## src/sv/epas_pkg.sv

```systemverilog
// shared types and constants for the encoder period average speed unit
package epas_pkg;

    // width of the shared divider datapath (speed numerator plus aligned divisor)
    localparam int DIV_W = 68;
    // step counter width of the divider, counts up to 32 steps
    localparam int STEP_W = 6;
    // quotient register width
    localparam int QUOT_W = 32;

    // average division: 32 quotient bits, divisor aligned by 31
    localparam logic [STEP_W-1:0] AVG_STEPS = STEP_W'(32);
    localparam int AVG_ALIGN = 31;
    // speed division: 25 quotient bits, bit 24 set means saturate
    localparam logic [STEP_W-1:0] SPD_STEPS = STEP_W'(25);
    localparam int SPD_ALIGN = 24;

    // speed numerator is 65536e6 + 2^18 * D, divisor 5 * D
    localparam logic [DIV_W-1:0] NUM_BIAS = DIV_W'(64'd65536000000);
    localparam int NUM_SHIFT = 18;
    localparam logic [23:0] SPEED_MAX = 24'hFFFFFF;

    localparam logic [15:0] US_PER_TICK_RST = 16'd250;
    localparam logic [7:0] STEPS_PER_REV_RST = 8'd30;

    // configuration register indexes
    localparam logic CFG_US_PER_TICK = 1'b0;
    localparam logic CFG_STEPS_PER_REV = 1'b1;

    // event kinds
    localparam logic FUNC_CAPTURE = 1'b0;
    localparam logic FUNC_OVERFLOW = 1'b1;

    // request to the shared divider
    typedef struct packed {
        logic              start;
        logic [DIV_W-1:0]  dividend;
        logic [DIV_W-1:0]  divisor;
        logic [STEP_W-1:0] steps;
    } div_req_t;

    // answer from the shared divider
    typedef struct packed {
        logic              done;
        logic [QUOT_W-1:0] quot;
    } div_rsp_t;

endpackage

```

## src/sv/epas_ram.sv

```systemverilog
// generic single-write, single-read ram with registered read data
module epas_ram #(
    parameter int WIDTH = 32,
    parameter int DEPTH = 30
) (
    input  logic                     clk,
    input  logic                     we,
    input  logic [$clog2(DEPTH)-1:0] wr_addr,
    input  logic [WIDTH-1:0]         wr_data,
    input  logic [$clog2(DEPTH)-1:0] rd_addr,
    output logic [WIDTH-1:0]         rd_data
);

    logic [WIDTH-1:0] mem [DEPTH];
    logic [WIDTH-1:0] rd_data_reg;

    always_ff @(posedge clk)
    begin
        if (we)
        begin
            mem[wr_addr] <= wr_data;
        end
        rd_data_reg <= mem[rd_addr];
    end

    assign rd_data = rd_data_reg;

endmodule

```

## src/sv/epas_div.sv

```systemverilog
// shared restoring divider, one quotient bit per cycle against a pre-aligned divisor
module epas_div
    import epas_pkg::*;
(
    input  logic     clk,
    input  logic     rst_n,
    input  div_req_t req,
    output div_rsp_t rsp
);

    logic [DIV_W-1:0]  rem_reg, rem_next;
    logic [DIV_W-1:0]  dvs_reg, dvs_next;
    logic [QUOT_W-1:0] quot_reg, quot_next;
    logic [STEP_W-1:0] cnt_reg, cnt_next;
    logic              busy_reg, busy_next;
    logic              done_reg, done_next;
    logic              ge;

    assign ge = (rem_reg >= dvs_reg);

    always_comb
    begin
        rem_next  = rem_reg;
        dvs_next  = dvs_reg;
        quot_next = quot_reg;
        cnt_next  = cnt_reg;
        busy_next = busy_reg;
        done_next = 1'b0;
        if (req.start)
        begin
            rem_next  = req.dividend;
            dvs_next  = req.divisor;
            quot_next = '0;
            cnt_next  = req.steps;
            busy_next = 1'b1;
        end
        else if (busy_reg)
        begin
            if (ge)
            begin
                rem_next = rem_reg - dvs_reg;
            end
            quot_next = {quot_reg[QUOT_W-2:0], ge};
            dvs_next  = dvs_reg >> 1;
            cnt_next  = cnt_reg - STEP_W'(1);
            if (cnt_reg == STEP_W'(1))
            begin
                busy_next = 1'b0;
                done_next = 1'b1;
            end
        end
    end

    always_ff @(posedge clk or negedge rst_n)
    begin
        if (!rst_n)
        begin
            busy_reg <= 1'b0;
            done_reg <= 1'b0;
            cnt_reg  <= '0;
        end
        else
        begin
            busy_reg <= busy_next;
            done_reg <= done_next;
            cnt_reg  <= cnt_next;
        end
    end

    always_ff @(posedge clk)
    begin
        rem_reg  <= rem_next;
        dvs_reg  <= dvs_next;
        quot_reg <= quot_next;
    end

    assign rsp.done = done_reg;
    assign rsp.quot = quot_reg;

endmodule

```

## src/sv/encoder_period_average_speed_unit.sv

```systemverilog
// top level: encoder pulse width moving average and speed ratio
//
// channel   dir  handshake          payload
// s_*       in   tvalid/tready      tdata = ticks[15:0], tuser = func
// m_*       out  tvalid/tready      tdata = mean_width[31:0], speed_ratio[55:32]
//                                   tuser = timed_out
// cfg_*     in   cfg_we             cfg_index selects register, cfg_data = value
//
// a capture runs mul_w, update, div_avg and wait_avg (mean on the shared divider, 32 quotient
// bits), then mul_d, div_spd and wait_spd (speed ratio, 25 quotient bits), then finish;
// a zero D skips the speed division; a capture that only clears the timeout skips the
// mean and the window update; an overflow event goes straight from idle to finish
// s_tready is high only while the sequencer is idle; finish holds while the output register
// is full and m_tready is low, otherwise the next transaction is taken while the result waits
// reset clears the sequencer, fill count, sum, average and flag; the window ram is not cleared
module encoder_period_average_speed_unit
    import epas_pkg::*;
#(
    parameter int WINDOW_LEN = 30
) (
    input  logic        clk,
    input  logic        rst_n,
    // input stream
    input  logic        s_tvalid,
    output logic        s_tready,
    input  logic [15:0] s_tdata,   // ticks[15:0]
    input  logic        s_tuser,   // func
    // result stream
    output logic        m_tvalid,
    input  logic        m_tready,
    output logic [55:0] m_tdata,   // mean_width[31:0], speed_ratio[55:32]
    output logic        m_tuser,   // timed_out
    // configuration writes
    input  logic        cfg_we,
    input  logic        cfg_index,
    input  logic [15:0] cfg_data
);

    localparam int SLOT_W = $clog2(WINDOW_LEN);
    localparam int CNT_W  = $clog2(WINDOW_LEN + 1);
    localparam int SUM_W  = 32 + CNT_W;

    typedef enum logic [8:0] {
        ST_IDLE     = 9'b000000001,
        ST_MUL_W    = 9'b000000010,
        ST_UPDATE   = 9'b000000100,
        ST_DIV_AVG  = 9'b000001000,
        ST_WAIT_AVG = 9'b000010000,
        ST_MUL_D    = 9'b000100000,
        ST_DIV_SPD  = 9'b001000000,
        ST_WAIT_SPD = 9'b010000000,
        ST_FINISH   = 9'b100000000
    } state_t;

    state_t state_reg, state_next;

    // configuration
    logic [15:0] us_reg;
    logic [7:0]  steps_reg;

    // window bookkeeping
    logic [SLOT_W-1:0] slot_reg, slot_next;
    logic [CNT_W-1:0]  fill_reg, fill_next;
    logic [SUM_W-1:0]  sum_reg, sum_next;
    logic [31:0]       avg_reg, avg_next;
    logic              timeout_reg, timeout_next;
    logic              full;

    // per transaction payload
    logic [15:0] ticks_reg;
    logic [31:0] width_reg;
    logic [31:0] old_reg;
    logic [39:0] d_reg;
    logic [23:0] spd_reg, spd_next;

    // output register
    logic        m_valid_reg, m_valid_next;
    logic [31:0] m_mean_reg;
    logic [23:0] m_spd_reg;
    logic        m_to_reg;
    logic        load_out;

    // ram and divider
    logic [31:0] ram_rd_data;
    logic        ram_we;
    div_req_t    div_req;
    div_rsp_t    div_rsp;
    logic [DIV_W-1:0] d_ext;

    logic accept;

    assign full     = (fill_reg == CNT_W'(WINDOW_LEN));
    assign s_tready = (state_reg == ST_IDLE);
    assign accept   = s_tvalid && s_tready;
    assign load_out = (state_reg == ST_FINISH) && (!m_valid_reg || m_tready);
    assign ram_we   = (state_reg == ST_UPDATE);
    assign d_ext    = DIV_W'(d_reg);

    epas_ram #(
        .WIDTH (32),
        .DEPTH (WINDOW_LEN)
    ) u_window (
        .clk     (clk),
        .we      (ram_we),
        .wr_addr (slot_reg),
        .wr_data (width_reg),
        .rd_addr (slot_reg),
        .rd_data (ram_rd_data)
    );

    epas_div u_div (
        .clk   (clk),
        .rst_n (rst_n),
        .req   (div_req),
        .rsp   (div_rsp)
    );

    // divider request: mean division or speed division
    always_comb
    begin
        div_req.start    = 1'b0;
        div_req.dividend = DIV_W'(sum_reg);
        div_req.divisor  = DIV_W'(fill_reg) << AVG_ALIGN;
        div_req.steps    = AVG_STEPS;
        case (state_reg)
            ST_DIV_AVG:
            begin
                div_req.start = 1'b1;
            end
            ST_DIV_SPD:
            begin
                // zero D covers a zero mean and zero steps per revolution
                div_req.start    = (d_reg != '0);
                div_req.dividend = (d_ext << NUM_SHIFT) + NUM_BIAS;
                div_req.divisor  = ((d_ext << 2) + d_ext) << SPD_ALIGN;
                div_req.steps    = SPD_STEPS;
            end
            default:
            begin
                div_req.start = 1'b0;
            end
        endcase
    end

    // sequencer
    always_comb
    begin
        state_next   = state_reg;
        slot_next    = slot_reg;
        fill_next    = fill_reg;
        sum_next     = sum_reg;
        avg_next     = avg_reg;
        timeout_next = timeout_reg;
        spd_next     = spd_reg;
        m_valid_next = m_valid_reg;
        if (m_valid_reg && m_tready)
        begin
            m_valid_next = 1'b0;
        end
        case (state_reg)
            ST_IDLE:
            begin
                if (accept)
                begin
                    if (s_tuser == FUNC_OVERFLOW)
                    begin
                        timeout_next = 1'b1;
                        spd_next     = '0;
                        state_next   = ST_FINISH;
                    end
                    else if (timeout_reg)
                    begin
                        // capture after timeout clears the flag and skips the window update
                        timeout_next = 1'b0;
                        state_next   = ST_MUL_D;
                    end
                    else
                    begin
                        state_next = ST_MUL_W;
                    end
                end
            end
            ST_MUL_W:
            begin
                state_next = ST_UPDATE;
            end
            ST_UPDATE:
            begin
                sum_next = sum_reg - SUM_W'(old_reg) + SUM_W'(width_reg);
                if (slot_reg == SLOT_W'(WINDOW_LEN - 1))
                begin
                    slot_next = '0;
                end
                else
                begin
                    slot_next = slot_reg + SLOT_W'(1);
                end
                if (!full)
                begin
                    fill_next = fill_reg + CNT_W'(1);
                end
                state_next = ST_DIV_AVG;
            end
            ST_DIV_AVG:
            begin
                state_next = ST_WAIT_AVG;
            end
            ST_WAIT_AVG:
            begin
                if (div_rsp.done)
                begin
                    avg_next   = div_rsp.quot;
                    state_next = ST_MUL_D;
                end
            end
            ST_MUL_D:
            begin
                state_next = ST_DIV_SPD;
            end
            ST_DIV_SPD:
            begin
                if (d_reg == '0)
                begin
                    spd_next   = '0;
                    state_next = ST_FINISH;
                end
                else
                begin
                    state_next = ST_WAIT_SPD;
                end
            end
            ST_WAIT_SPD:
            begin
                if (div_rsp.done)
                begin
                    // quotient bit 24 set means the ratio exceeds Q8.16 range
                    spd_next   = div_rsp.quot[SPD_ALIGN] ? SPEED_MAX : div_rsp.quot[23:0];
                    state_next = ST_FINISH;
                end
            end
            ST_FINISH:
            begin
                if (load_out)
                begin
                    m_valid_next = 1'b1;
                    state_next   = ST_IDLE;
                end
            end
            default:
            begin
                state_next = ST_IDLE;
            end
        endcase
    end

    // control state and configuration
    always_ff @(posedge clk or negedge rst_n)
    begin
        if (!rst_n)
        begin
            state_reg   <= ST_IDLE;
            slot_reg    <= '0;
            fill_reg    <= '0;
            sum_reg     <= '0;
            avg_reg     <= '0;
            timeout_reg <= 1'b0;
            m_valid_reg <= 1'b0;
            us_reg      <= US_PER_TICK_RST;
            steps_reg   <= STEPS_PER_REV_RST;
        end
        else
        begin
            state_reg   <= state_next;
            slot_reg    <= slot_next;
            fill_reg    <= fill_next;
            sum_reg     <= sum_next;
            avg_reg     <= avg_next;
            timeout_reg <= timeout_next;
            m_valid_reg <= m_valid_next;
            if (cfg_we)
            begin
                case (cfg_index)
                    CFG_US_PER_TICK:   us_reg    <= cfg_data;
                    CFG_STEPS_PER_REV: steps_reg <= cfg_data[7:0];
                    default:           us_reg    <= us_reg;
                endcase
            end
        end
    end

    // payload registers
    always_ff @(posedge clk)
    begin
        spd_reg <= spd_next;
        if (accept)
        begin
            ticks_reg <= s_tdata;
        end
        if (state_reg == ST_MUL_W)
        begin
            width_reg <= {16'b0, ticks_reg} * {16'b0, us_reg};
            // oldest entry leaves the sum only once the window is full
            old_reg   <= full ? ram_rd_data : '0;
        end
        if (state_reg == ST_MUL_D)
        begin
            d_reg <= {32'b0, steps_reg} * {8'b0, avg_reg};
        end
        if (load_out)
        begin
            m_mean_reg <= avg_reg;
            m_spd_reg  <= spd_reg;
            m_to_reg   <= timeout_reg;
        end
    end

    assign m_tvalid = m_valid_reg;
    assign m_tdata  = {m_spd_reg, m_mean_reg};
    assign m_tuser  = m_to_reg;

endmodule

```

## config.mk

```make
export PLATFORM = sky130hd
export DESIGN_NAME = encoder_period_average_speed_unit
export DESIGN_NICKNAME = d
export VERILOG_FILES = /design/src/sv/epas_pkg.sv /design/src/sv/epas_ram.sv /design/src/sv/epas_div.sv /design/src/sv/encoder_period_average_speed_unit.sv
export SDC_FILE = /design/constraint.sdc
export NUM_CORES = 2
export LEC_CHECK = 0
export BUFFER_PORTS_ARGS = -buffer_cell sky130_fd_sc_hd__buf_2
export CAP_MARGIN = 30
export CORE_ASPECT_RATIO = 0.75
export CORE_MARGIN = 2
export CORE_UTILIZATION = 46
export DETAILED_ROUTE_END_ITERATION = 6
export GPL_ROUTABILITY_DRIVEN = 0
export PLACE_DENSITY = 0.6
export SLEW_MARGIN = 10
export SYNTH_ARGS = -nofsm -noshare
export SYNTH_HDL_FRONTEND = slang
export SYNTH_SLANG_ARGS = --single-unit
```

## constraint.sdc

```tcl
create_clock -name clk -period 6.8 [get_ports clk]
set_clock_uncertainty 0.2 [all_clocks]
set_input_delay 1.02 -clock clk [delete_from_list [all_inputs] [get_ports clk]]
set_output_delay 1.02 -clock clk [all_outputs]
set_load 0.02 [all_outputs]
```

Yosys cells after proc, flatten, opt, wreduce, memory -nomap -nowiden --
Memory sizes are Yosys's and may differ from the RTL's. A register that Yosys moved wholly into a read port is not among the register bits. Index checks and enable logic that the tools add are counted.
Storage, ports and cells: flip-flop bits (word level) 491, RAM bits 960, word-level logic and storage cells 109, input port bits 39, output and inout bits 59, memories kept 1
Cells by class: reduce and logical (&&, ||, !) cells 18, add/sub/neg operators 8, $lt $le $gt $ge 1, eq/ne operators 18, muxes and demuxes 36, multiply operators 2, bitwise logic cells 2
Memories:
- u_window.mem | depth 30, bits a word 32, rd ports 1, clocked after memory_dff 1, wr ports 1, RTL line epas_ram.sv:14 | logic [WIDTH-1:0] mem [DEPTH];
Operators with widths (number):
- two-way mux 68 bit | 5
- two-way mux 142 bit | 1
- two-way mux 24 bit | 5
- case mux 9 bit (9 select lines) | 1
- case mux 24 bit (3 select lines) | 1
- >= comparator 68 bit | 1
- subtractor 68 bit | 1
- adder 58 x 36 -> 59 bit, second input constant | 1
- two-way mux 9 bit | 6
- adder 42 x 40 -> 43 bit | 1
- logical NOT 40 bit | 1
- multiplier 8 x 32 -> 40 bit | 1
- nonzero test 40 bit | 1
- adder 37 x 32 -> 37 bit | 1
- subtractor 37 x 32 -> 37 bit | 1
- multiplier 16 x 16 -> 32 bit | 1
- two-way mux 6 bit | 3
- two-way mux 1 bit | 12
- AND reduction 2 bit | 6
- adder 5 x 1 -> 5 bit, second input constant | 2
- == test 5 bit, second input constant | 2
- == test 9 x 1 -> 1 bit, second input constant | 1
- == test 9 x 2 -> 1 bit, second input constant | 1
- == test 9 x 3 -> 1 bit, second input constant | 1
- other kinds (20) | 28

Longest topological paths before layout --
word-level depth 5, depth in mapped cells 25, gate-level depth less buffers 24

Hierarchy --
Synthesis repeated with hierarchy kept, for this count alone.
Second synthesis, totals: cell total of the unflattened synthesis 6596, area, all modules 82979.6 µm²
Modules (own cells, without submodules):
- epas_ram | area each 37990.2 µm², cells an instance 1828, times used 1, seq. area each 29468.3 µm²
- encoder_period_average_speed_unit | area each 33554.7 µm², cells an instance 3482, times used 1, seq. area each 8902.3 µm²
- epas_div | area each 11434.7 µm², cells an instance 1286, times used 1, seq. area each 4924.7 µm²

Least setup slack after synthesis --
No wires, ideal clock.
path type register to register, start point register state_reg[3], end point register old_reg[0], enable pin, slack 202 ps, stages on the path, launching flop included 5, data required time 6019 ps, data arrival time 5817 ps, path buffers 0, cell sequence dfrtp_1 nor3_1 nand2_1 or3_1 nor3b_1
Between the ends: longest elaborated chain between the ends 1
RTL lines:
- start: declaration | RTL line encoder_period_average_speed_unit.sv:55 | state_t state_reg, state_next;
- start signal: assignment | RTL line encoder_period_average_speed_unit.sv:273 | state_reg <= state_next;
- == test 9 x 2 -> 1 bit | RTL line encoder_period_average_speed_unit.sv:299 | if (state_reg == ST_MUL_W)
- end signal: assignment | RTL line encoder_period_average_speed_unit.sv:303 | old_reg <= full ? ram_rd_data : '0;
- end: declaration | RTL line encoder_period_average_speed_unit.sv:72 | logic [31:0] old_reg;
Every way passes these cells. A chain may end at the register's enable or synchronous reset.

Final worst setup path --
start point register us_reg[6], end point register width_reg[31] (data pin)
Between the ends: longest elaborated chain between the ends 1
RTL lines:
- start: declaration | RTL line encoder_period_average_speed_unit.sv:58 | logic [15:0] us_reg;
- start signal: assignment | RTL line encoder_period_average_speed_unit.sv:283 | CFG_US_PER_TICK: us_reg <= cfg_data;
- start signal: assignment | RTL line encoder_period_average_speed_unit.sv:285 | default: us_reg <= us_reg;
- multiplier 16 x 16 -> 32 bit | RTL line encoder_period_average_speed_unit.sv:301 | width_reg <= {16'b0, ticks_reg} * {16'b0, us_reg};
- end signal: assignment | RTL line encoder_period_average_speed_unit.sv:301
- end: declaration | RTL line encoder_period_average_speed_unit.sv:71 | logic [31:0] width_reg;
Every way passes these cells.

==> results.cfg <==
[run_status]
status = complete, no violations

[critical_path]
crit_family = adder cells
cp.required_ns = 7.15
startpoint_type = flop
ff2ff_setup_slack_ns = 0.25
cpMaxStageDelayCell = dfstp_2
crit_fanout = 17
r2r_start = us_reg[6]
path_buf_inv = 4
critPathLaunch = us_reg[6]
cp-end-kind = flop
cp.arrival_ns = 6.90
slowest_delay_ns = 0.73
cp_cell_sequence = and2_1 -> fa_1 -> inv_1 -> fa_1 -> fa_1 -> inv_1 -> fa_1 -> fa_1 -> inv_1 -> fa_1 -> inv_1 -> ha_1 -> and4_2 -> a221oi_4 -> o21ai_2 -> a31o_2 -> a41oi_2 -> nor3_1 -> a211o_1 -> a21oi_1 -> xnor2_1
critPathKind = flop to flop
cpMostUsedCell = fa_1

[clock_network]
cts_root_buf = clkbuf_16
clk_pin_slew_ns = 0.07
hold_buffers = 0
cts_buffers = 151
htree_levels = 4
cts.sinks = 1482
cts_tree = yes
cts_buffer_depth = 3
clk_latency_ns = 0.80

[yosys]
syn_avg_cell_area_um2 = 13.2
ys_types = 101
yosysSeqAreaShare_pct = 53.4
yosys_warnings = 0
synth_mux_area_share_pct = 8.09
synth-edff-count = 1296
synth_cells = 6159
synth_ff_type = edfxtp_1
netlist_area_um2 = 81000
ys_ff_latch = 1482
synth_top_area_share_pct = 48.0
synthesis.nets = 6922
synthAdderAreaFrac_pct = 15.0
synth_top_area_cell = edfxtp_1
synthSimpleGateAreaFrac_pct = 8.77
synth-xor-area-share_pct = 2.42
synth.area.top_cells = edfxtp_1 (48%), fa_1 (10%), mux4_2 (6.2%)
async_reset_ff_share_pct = 8.23
synth_top_family_by_area = adder cells
synth_compound_area_share_pct = 7.82

[drt]
drt_iter0_drc = 5468
postRouteAntennaNets = 0
drt-wirelength-per-cell_um = 24.1
vias = 50700
firstDrtPassIters = 7
viasPerCell = 5.76
drc = 0
wirelength_um = 212000

[sta]
hold_viol = 0
setup_viol = 0
slew_violations = 0
max_freq_mhz = 153
tightest_slew_ns = 1.04
tns_ns = 0
hold-worst-slack_ns = 0.0151
slew_headroom_pct = 30.5
setup_slack_ns = 0.250
period_needed_ns = 6.55
fin_crit_sh_pct = 96.3
rsz0062_at_grt = true

[die]
die_y_um = 368
dieArea_um2 = 180000
start_util_pct = 46.3
die_w_um = 489
core_area_um2 = 175000
io_pins = 98
row_count = 133

[layout]
largest_reg_flops = 960
drive_above_1_share_pct = 14.2
finalNetCount = 7068
layout_commonest_cell = edfxtp_1
layout_common_cells = edfxtp_1 (1296), inv_1 (672), nand2_1 (514)
syn_to_final_growth_pct = 11.8
final_area_um2 = 90600

[global_routing]
grt_pass1_vias = 49800
grt_pass1_wl_um = 321000
grt-ovfl-total = 0
grtUsageTotal_pct = 23.7
antenna_found_initial = 11
grt_max_degree = 127

[run]
maxCapViolCount = 0

[placed_design]
place_ws_ns = 0.182
placed_area_um2 = 85300
numPortBuffers = 97
hpwl_um = 143000

[hold_path]
min_path_type = input pin to asynchronous set/reset pin
==> metal layers <==
metal	routed length, um	up-vias	track usage, %	part of all wire (%)
li1	-	22400	-	-
met1	100000	26100	38.3	47
met2	88900	1988	33.0	42
met3	19000	242	4.62	9.0
met4	3680	2	4.92	1.7
met5	13	-	0	0.0061
==> worst register-to-register path: cells and delay by family, from the launching register on <==
kind	cells	cell delay [ns]
AO/OA/AOI/OAI	6	1.38
XOR/XNOR	1	0.08
adder cells (fa/ha/maj)	7	3.14
buffers and inverters	4	0.22
flip-flops	1	0.73
AND/OR/NAND/NOR	3	0.55
==> cells by family (layout without fill, tap and decap cells) <==
| group | Yosys count | after routing |
|---|---|---|
| compound gates | 955 | 955 |
| xor+xnor | 224 | 224 |
| fa+ha+maj | 724 | 724 |
| buf+inv | 956 | 1230 |
| flops | 1482 | 1482 |
| mux | 366 | 366 |
| other cells | 0 | 2 |
| simple gates | 1452 | 1452 |
==> cell type report <==
class                      count  area, um2
timing repair buffer         277       2360
inverter                     672       2520
multi-input combinational   3721      34400
antenna                        2       5.00
tap                         2362       2960
clock buffer                 205       4140
clock inverter                76        940
fill                       14800      84600
sequential                  1482      43300
==> final timing paths <==
kind                               endpoint  cells past startpoint
setup / recovery              width_reg[31]                     21
hold / removal             u_div.cnt_reg[4]                      1
setup reg to reg              width_reg[31]                     21
hold reg to reg               m_spd_reg[12]                      0
max in group asynchronous      steps_reg[5]                      2
min in group clk              ticks_reg[15]                      1
==> cell usage after synthesis (20+ instances only) <==
library cell / count
edfxtp_1: 1296
inv_1: 672
nand2_1: 516
fa_1: 408
ha_1: 316
and2_1: 296
nor2_1: 249
a21oi_1: 226
mux4_2: 224
clkbuf_1: 200
o21ai_0: 190
a21o_1: 135
xnor2_1: 131
dfrtp_1: 111
xor2_1: 93
nand3_1: 90
nand4_1: 78
a22oi_1: 72
mux2i_1: 72
mux2_2: 70
dfxtp_1: 64
nor3_1: 50
buf_1: 48
and3_1: 38
o211ai_1: 38
o21bai_1: 35
o22ai_1: 34
a31oi_1: 23
buf_2: 23
nor2b_1: 22
o21a_1: 20
==> timing repair <==
item	4_1_cts	5_1_grt
resized for setup	0	6
setup buffers	0	2
endpoints found under the setup margin	0	6
hold endpoints to repair	0	0
==> stage by stage <==
step | instances | util, %
6_report | 8797 | 51.7
5_1_grt | 8795 | 51.7
4_1_cts | 8783 | 51.6
3_5_place_dp | 8502 | 48.7
3_3_place_gp | 8486 | 48.5
2_1_floorplan | 6159 | -
Power is not shown: default switching activity piles up to over one toggle a cycle in this logic, so the estimate is an artifact.
